[config.mk]
export PLATFORM = sky130hd
export DESIGN_NAME = tdm_audio_deserializer_core
export DESIGN_NICKNAME = d
export VERILOG_FILES = /design/src/sv/tdmd_pkg.sv /design/src/sv/tdm_audio_deserializer_core.sv /design/src/sv/tdmd_cfg.sv
export SDC_FILE = /design/constraint.sdc
export NUM_CORES = 1
export LEC_CHECK = 0
export BUFFER_PORTS_ARGS = -buffer_cell sky130_fd_sc_hd__buf_2
export CAP_MARGIN = 20
export CORE_AREA = 2 2 156 158
export CTS_CLUSTER_DIAMETER = 50
export DETAILED_ROUTE_END_ITERATION = 6
export DIE_AREA = 0 0 158 160
export GPL_ROUTABILITY_DRIVEN = 0
export GPL_TIMING_DRIVEN = 0
export PLACE_DENSITY = 0.75
export SLEW_MARGIN = 15
export SYNTH_ARGS = -nofsm -noshare
export SYNTH_HDL_FRONTEND = slang
export SYNTH_SLANG_ARGS = --single-unit
export TNS_END_PERCENT = 10
[constraint.sdc]
create_clock -name clk_i -period 7.8 [get_ports clk_i]
set_clock_uncertainty 0.2 [all_clocks]
set_input_delay 0.78 -clock clk_i [delete_from_list [all_inputs] [get_ports clk_i]]
set_output_delay 0.78 -clock clk_i [all_outputs]
set_load 0.02 [all_outputs]
[src/sv/tdmd_pkg.sv]
// Shared types and constants for the TDM audio deserializer.
`timescale 1ns / 1ps

package tdmd_pkg;

  localparam int unsigned IndexW   = 48;
  localparam int unsigned WordW    = 32;
  localparam int unsigned ChanW    = 3;
  localparam int unsigned CfgIdxW  = 8;
  localparam int unsigned CfgDataW = 32;

  // Effective-config widths, wide enough for any legal parameter value
  localparam int unsigned WordBitsW  = 7;
  localparam int unsigned ChanCountW = 5;

  localparam logic [WordBitsW-1:0] DefaultWordBits = 7'd16;

  // Register indexes
  localparam logic [CfgIdxW-1:0] RegBitsPerSample    = 8'd0;
  localparam logic [CfgIdxW-1:0] RegChannelsPerFrame = 8'd1;
  localparam logic [CfgIdxW-1:0] RegClockEdge        = 8'd2;
  localparam logic [CfgIdxW-1:0] RegSyncMode         = 8'd3;

  // Register reset values
  localparam logic [5:0] RstBitsPerSample    = 6'd16;
  localparam logic [3:0] RstChannelsPerFrame = 4'd8;

  typedef struct packed {
    logic              clock_level;
    logic              frame_level;
    logic              data_bit;
    logic [IndexW-1:0] sample_index;
  } in_item_t;

  typedef struct packed {
    logic [ChanW-1:0]  channel_number;
    logic [WordW-1:0]  word_value;
    logic [IndexW-1:0] block_start;
    logic [IndexW-1:0] block_end;
  } out_item_t;

  typedef struct packed {
    logic [WordBitsW-1:0]  word_bits;
    logic [ChanCountW-1:0] chan_count;
    logic                  clock_edge;
    logic                  sync_mode;
  } cfg_t;

endpackage

[src/sv/tdm_audio_deserializer_core.sv]
// Top level of the TDM audio deserializer: input stage, word assembly, result register.
`timescale 1ns / 1ps

//  channel | direction | handshake              | payload
//  --------+-----------+------------------------+--------------------------------
//  in      | input     | in_valid_i / in_stall_o  | in_item_i  (one line sample)
//  out     | output    | out_valid_o / out_stall_i| out_item_o (one finished word)
//  cfg     | input     | cfg_valid_i / cfg_ready_o| cfg_index_i, cfg_data_i
//
// One item per cycle while the result register is not stalled.
// Each item passes input register -> edge/word logic -> result register.
// Reset clears all line history, word state and both valid flags; config returns to defaults.
// A stalled result holds the input register; the input stalls only when both are full.
// cfg_ready_o is always high.

module tdm_audio_deserializer_core #(
  parameter int unsigned MaxChannels = 8,
  parameter int unsigned MaxWordBits = 32
) (
  input  logic                          clk_i,
  input  logic                          rst_ni,
  input  logic                          in_valid_i,
  output logic                          in_stall_o,
  input  tdmd_pkg::in_item_t            in_item_i,
  output logic                          out_valid_o,
  input  logic                          out_stall_i,
  output tdmd_pkg::out_item_t           out_item_o,
  input  logic                          cfg_valid_i,
  output logic                          cfg_ready_o,
  input  logic [tdmd_pkg::CfgIdxW-1:0]  cfg_index_i,
  input  logic [tdmd_pkg::CfgDataW-1:0] cfg_data_i
);
  import tdmd_pkg::*;

  localparam int unsigned SlotW = (MaxChannels > 1) ? $clog2(MaxChannels) : 1;
  localparam int unsigned CntW  = $clog2(MaxWordBits + 1);
  localparam int unsigned ModW  = 9;

  cfg_t cfg;

  assign cfg_ready_o = 1'b1;

  tdmd_cfg #(
    .MaxChannels(MaxChannels),
    .MaxWordBits(MaxWordBits)
  ) u_cfg (
    .clk_i      (clk_i),
    .rst_ni     (rst_ni),
    .cfg_we_i   (cfg_valid_i & cfg_ready_o),
    .cfg_index_i(cfg_index_i),
    .cfg_data_i (cfg_data_i),
    .cfg_o      (cfg)
  );

  // Input stage
  logic      ivalid_q;
  in_item_t  iitem_q;
  logic      out_valid_q;
  out_item_t out_item_q;
  logic      advance;
  logic      in_accept;
  logic      process;

  assign advance    = !out_valid_q || !out_stall_i;
  assign in_stall_o = ivalid_q && !advance;
  assign in_accept  = in_valid_i && !in_stall_o;
  assign process    = ivalid_q && advance;

  always_ff @(posedge clk_i or negedge rst_ni) begin
    if (!rst_ni) begin
      ivalid_q <= 1'b0;
    end else if (in_accept) begin
      ivalid_q <= 1'b1;
    end else if (advance) begin
      ivalid_q <= 1'b0;
    end
  end

  always_ff @(posedge clk_i) begin
    if (in_accept) begin
      iitem_q <= in_item_i;
    end
  end

  // Line and word state
  logic                   prev_clk_q, prev_clk_d;
  logic                   seen_q, seen_d;
  logic                   prev_frame_q, prev_frame_d;
  logic [MaxWordBits-1:0] shift_q, shift_d;
  logic [CntW-1:0]        cnt_q, cnt_d;
  logic [SlotW-1:0]       slot_q, slot_d;
  logic [IndexW-1:0]      start_q, start_d;
  logic                   synced_q, synced_d;

  logic                   clk_edge;
  logic                   sync_edge;
  logic                   emit;
  logic [MaxWordBits-1:0] shifted;
  logic [CntW-1:0]        cnt_inc;
  logic [63:0]            shifted_ext;
  logic [ModW-1:0]        slot_ext;
  logic [ModW-1:0]        count_ext;
  logic [ModW-1:0]        ch;
  logic [ModW-1:0]        ch_inc;
  logic [ModW-1:0]        prod;
  logic [SlotW-1:0]       slot_next;

  assign shifted     = {shift_q[MaxWordBits-2:0], iitem_q.data_bit};
  assign shifted_ext = 64'(shifted);
  assign cnt_inc     = (cnt_q < CntW'(MaxWordBits)) ? cnt_q + CntW'(1) : cnt_q;
  assign slot_ext    = ModW'(slot_q);
  assign count_ext   = ModW'(cfg.chan_count);

  always_comb begin
    if (!seen_q) begin
      clk_edge = 1'b0;
    end else if (cfg.clock_edge) begin
      clk_edge = prev_clk_q && !iitem_q.clock_level;
    end else begin
      clk_edge = !prev_clk_q && iitem_q.clock_level;
    end
  end

  // slot modulo channel count: pick the largest multiple of the count not above the slot
  always_comb begin
    ch   = slot_ext;
    prod = '0;
    for (int unsigned q = 1; q < MaxChannels; q++) begin
      prod = ModW'(q) * count_ext;
      if (slot_ext >= prod) begin
        ch = slot_ext - prod;
      end
    end
  end

  assign ch_inc    = ch + ModW'(1);
  assign slot_next = (ch_inc == count_ext) ? '0 : SlotW'(ch_inc);

  assign sync_edge = iitem_q.frame_level && !prev_frame_q;
  assign emit      = clk_edge && synced_q && (WordBitsW'(cnt_inc) >= cfg.word_bits);

  always_comb begin
    prev_clk_d   = iitem_q.clock_level;
    seen_d       = 1'b1;
    prev_frame_d = prev_frame_q;
    shift_d      = shift_q;
    cnt_d        = cnt_q;
    slot_d       = slot_q;
    start_d      = start_q;
    synced_d     = synced_q;
    if (clk_edge) begin
      prev_frame_d = iitem_q.frame_level;
      if (emit) begin
        shift_d = '0;
        cnt_d   = '0;
        slot_d  = slot_next;
        start_d = iitem_q.sample_index;
      end else begin
        shift_d = shifted;
        cnt_d   = cnt_inc;
      end
      if (sync_edge) begin
        slot_d   = '0;
        synced_d = 1'b1;
        if (cfg.sync_mode) begin
          shift_d = '0;
          cnt_d   = '0;
        end else begin
          shift_d = MaxWordBits'(iitem_q.data_bit);
          cnt_d   = CntW'(1);
        end
        if (!synced_q) begin
          start_d = iitem_q.sample_index;
        end
      end
    end
  end

  always_ff @(posedge clk_i or negedge rst_ni) begin
    if (!rst_ni) begin
      prev_clk_q   <= 1'b0;
      seen_q       <= 1'b0;
      prev_frame_q <= 1'b0;
      shift_q      <= '0;
      cnt_q        <= '0;
      slot_q       <= '0;
      start_q      <= '0;
      synced_q     <= 1'b0;
    end else if (process) begin
      prev_clk_q   <= prev_clk_d;
      seen_q       <= seen_d;
      prev_frame_q <= prev_frame_d;
      shift_q      <= shift_d;
      cnt_q        <= cnt_d;
      slot_q       <= slot_d;
      start_q      <= start_d;
      synced_q     <= synced_d;
    end
  end

  // Result register
  always_ff @(posedge clk_i or negedge rst_ni) begin
    if (!rst_ni) begin
      out_valid_q <= 1'b0;
    end else if (advance) begin
      out_valid_q <= process && emit;
    end
  end

  always_ff @(posedge clk_i) begin
    if (process && emit) begin
      out_item_q.channel_number <= ch[ChanW-1:0];
      out_item_q.word_value     <= shifted_ext[WordW-1:0];
      out_item_q.block_start    <= start_q;
      out_item_q.block_end      <= iitem_q.sample_index;
    end
  end

  assign out_valid_o = out_valid_q;
  assign out_item_o  = out_item_q;

  // Checks
  slot_in_range_a : assert property (@(posedge clk_i) disable iff (!rst_ni)
    ModW'(slot_q) < ModW'(MaxChannels))
    else $error("slot index beyond channel limit");

  cnt_saturates_a : assert property (@(posedge clk_i) disable iff (!rst_ni)
    cnt_q <= CntW'(MaxWordBits))
    else $error("bit counter beyond saturation");

  no_word_before_sync_a : assert property (@(posedge clk_i) disable iff (!rst_ni)
    out_valid_q |-> synced_q)
    else $error("word emitted before first sync");

  stall_only_when_full_a : assert property (@(posedge clk_i) disable iff (!rst_ni)
    in_stall_o |-> (ivalid_q && out_valid_q && out_stall_i))
    else $error("input stalled with room downstream");

endmodule

[src/sv/tdmd_cfg.sv]
// Configuration registers and clamping of word length and channel count.
`timescale 1ns / 1ps

module tdmd_cfg #(
  parameter int unsigned MaxChannels = 8,
  parameter int unsigned MaxWordBits = 32
) (
  input  logic                          clk_i,
  input  logic                          rst_ni,
  input  logic                          cfg_we_i,
  input  logic [tdmd_pkg::CfgIdxW-1:0]  cfg_index_i,
  input  logic [tdmd_pkg::CfgDataW-1:0] cfg_data_i,
  output tdmd_pkg::cfg_t                cfg_o
);
  import tdmd_pkg::*;

  logic [5:0] bps_q;
  logic [3:0] cpf_q;
  logic       edge_sel_q;
  logic       sync_mode_q;

  always_ff @(posedge clk_i or negedge rst_ni) begin
    if (!rst_ni) begin
      bps_q       <= RstBitsPerSample;
      cpf_q       <= RstChannelsPerFrame;
      edge_sel_q  <= 1'b0;
      sync_mode_q <= 1'b0;
    end else if (cfg_we_i) begin
      case (cfg_index_i)
        RegBitsPerSample:    bps_q       <= cfg_data_i[5:0];
        RegChannelsPerFrame: cpf_q       <= cfg_data_i[3:0];
        RegClockEdge:        edge_sel_q  <= cfg_data_i[0];
        RegSyncMode:         sync_mode_q <= cfg_data_i[0];
        default: ;
      endcase
    end
  end

  logic [WordBitsW-1:0]  bps_ext;
  logic [ChanCountW-1:0] cpf_ext;

  assign bps_ext = {1'b0, bps_q};
  assign cpf_ext = {1'b0, cpf_q};

  always_comb begin
    if (bps_q == '0) begin
      cfg_o.word_bits = DefaultWordBits;
    end else if (bps_ext > WordBitsW'(MaxWordBits)) begin
      cfg_o.word_bits = WordBitsW'(MaxWordBits);
    end else begin
      cfg_o.word_bits = bps_ext;
    end
    if (cpf_q == '0) begin
      cfg_o.chan_count = ChanCountW'(1);
    end else if (cpf_ext > ChanCountW'(MaxChannels)) begin
      cfg_o.chan_count = ChanCountW'(MaxChannels);
    end else begin
      cfg_o.chan_count = cpf_ext;
    end
    cfg_o.clock_edge = edge_sel_q;
    cfg_o.sync_mode  = sync_mode_q;
  end

endmodule

==> out/results.txt <==
I/O Pins - 230
Max_slew headroom - 50.2%
CTS H-tree depth - 2
WP buf/inv - 4
Starting density of the core - 48.6%
CP max stage delay - 0.58 ns
Final setup violation count - 0
Layout Nets - 1,123
Grt ovf - 0
Worst Setup End Kind - register
Final worst-path cycle share - 88.3%
RSZ-0062 raised after global routing - false
Area delta synth->final - 23.3%
Slew @ Worst Pin - 0.748 ns
Core area - 23,800 µm²
Setup ws final - 0.912 ns
Die Width - 158 µm
Global Route Usage Sum - 18.8%
Pwr/cell area - 340 nW/µm²
Drt pass-1 iters - 5
Syn Area/Cell - 15.5 µm²
Clock root buffer - clkbuf_16
Routed len/inst - 17.6 µm
Vias in the first global route - 7,082
IO Port Bufs - 202
CP Cell Sequence - buf_4 -> clkbuf_1 -> nand2b_1 -> inv_1 -> fa_1 -> inv_1 -> fa_1 -> nor4bb_1 -> a22oi_1 -> a211o_1 -> nand2_1 -> a221o_1 -> o22ai_1 -> ha_1 -> xnor2_1 -> o2111ai_1 -> nor4_1 -> o21ai_0 -> a211oi_1 -> a21oi_1
Worst slack, placed - 0.974 ns
Post-CTS sizing - 0
WP data arrival - 7.05 ns
Leak - 5.93 nW
Post-Syn Area - 11,600 µm²
Bufs on Longest Clock Path - 3
Min cycle time layout - 6.89 ns
Fillers - 1,857
Final number of hold-violating endpoints - 0
Rows - 57
CTS tree - done
Maximum vdd drop - 0.201 mV
Worst path top cell family by delay - compound AO/OA/AOI/OAI gates
Post-Syn Instances - 747
Clk pin slew, worst setup/hold paths - 0.06 ns
Remaining antenna violation count - 0
Most common cell after layout, fill and taps aside - buf_2
Final wirelength - 23,700 µm
Prevailing post-synth register cell - edfxtp_1
FFs w/ async S/R, synth - 36.8%
Post-CTS Setup Bufs - 0
Clock sink count - 288
Worst hold path type - input port to async pin
Worst EP required - 7.97 ns
Largest net degree at the start of global routing - 59
CTS Buf Count - 34
First-pass GRT wire length - 37,100 µm
Clk_lat worst skew - 0.50 ns
Setup CP Type - register to register
Max cap viols - 0
Final Max Tran Viols - 0
Fraction of layout cells with a size suffix above 1 - 34.7%
Post-synth EDFFs - 182
Yosys cell types - 81
Register area share after synthesis - 70.1%
Post-DP HPWL - 16,900 µm
Register bit total from synthesis - 288
Synth warnings - 0
Outcome - finished, final reports clean
Hold-fix buffers at CTS - 0
Commonest cells after routing, fill and taps aside - 205 x buf_2, 182 x edfxtp_1, 104 x dfrtp_1, 62 x mux2_2
Startpoint Class - register
DIE AREA - 25,300 µm²
Crit path max-delay cell type - dfstp_2
Avg Vias per Cell - 5.29
Fin Setup TNS - 0 ns
Antenna violations before repair - 4
DRC viols - 0
Die Height - 160 µm
Initial DRC Count - 471
FMAX - 145 MHz
Vias - 7,126
Crit Path Max Fanout - 10
Syn nets - 879
## final timing paths
kind                                            start                         end  slack, ns  cells past startpoint
max                        u_cfg.cpf_q[3]$_DFFE_PN1P_       slot_q[2]$_DFFE_PN0P_       0.91                     20
max reg2reg                u_cfg.cpf_q[3]$_DFFE_PN1P_       slot_q[2]$_DFFE_PN0P_       0.91                     20
min in group clk_i            start_q[14]$_DFFE_PN0P_    out_item_o[62]$_DFFE_PP_       0.24                      0
min                                            rst_ni      start_q[2]$_DFFE_PN0P_       0.03                      1
max in group asynchronous                      rst_ni  u_cfg.bps_q[4]$_DFFE_PN1P_       6.64                      2
min reg2reg                   start_q[14]$_DFFE_PN0P_    out_item_o[62]$_DFFE_PP_       0.24                      0
## where the power goes
part | leakage [nW] | internal [W] | switching [W] | total, W
sequential | 3.03 | 0.00187 | 0.000122 | 0.00199
clock | 0.546 | 0.000900 | 0.000612 | 0.00151
combinational | 2.35 | 0.000597 | 0.000762 | 0.00136
total | 5.93 | 0.00337 | 0.00150 | 0.00486
## metal layers
layer	GRT usage, %	wire [µm]	part of all wire [%]
met5	0	0	0
met3	4.75	1590	6.7
met4	7.94	757	3.2
met2	29.7	11300	48
met1	24.9	10100	43
## metrics by stage
step                      area, µm²  power, W  util (%)  instances  hold WS (ns)
final                         14300   0.00486      59.9       1346        0.0342
after global routing          14300   0.00512      59.9       1345        0.0591
after CTS                     14300   0.00487      59.9       1341        0.0429
after detailed placement      13200   0.00334      55.2       1279         0.225
after global placement        13000   0.00328      54.6       1273         0.224
after floorplan               11600   0.00300         -        747         0.219
## flip-flops by register name, indices dropped and copies added, names as in the netlist, 3 cells and up
| signal | cells |
|---|---|
| cnt_q | 6 |
| out_item_o | 131 |
| u_cfg.bps_q | 6 |
| shift_q | 31 |
| u_cfg.cpf_q | 4 |
| slot_q | 3 |
| start_q | 48 |
| iitem_q | 50 |
## cells in the mapped netlist, types with 13 or more instances
library cell  number  area, µm²
nor2_1            31        116
a21oi_1           29        145
nand3_1           13       65.1
nand2b_1          15       93.8
inv_1             32        120
o21ai_0           21        105
mux2_2            62        698
edfxtp_1         182       5470
clkbuf_1          17       63.8
dfrtp_1          104       2600
a22o_1            35        307
nand2_1           20       75.1
ha_1              31        388
## kinds of logic after synthesis
family                     count (synthesis)  synth area share (%)
and+or+nand+nor                          131                  6.47
buffers and inverters                     58                  2.00
other                                      1                0.0324
xor gates and xnor gates                  11                 0.832
DFF                                      288                  70.1
adders and majority gates                 36                  4.21
muxes                                     63                  6.12
AOI/OAI and AO/OA                        159                  10.2
## layout make-up
class / instances / area, µm² / area share [%]
clock inverter: 21 / 176 / 1.24
multi-input combinational: 401 / 3240 / 22.7
clock buffer: 41 / 928 / 6.50
buffer: 24 / 104 / 0.727
inverter: 34 / 128 / 0.894
timing repair buffer: 208 / 1170 / 8.18
sequential: 288 / 8120 / 56.9
tap: 324 / 405 / 2.84
antenna: 5 / 12.5 / 0.0876
Note: power is estimated with default switching activity, not from simulation.
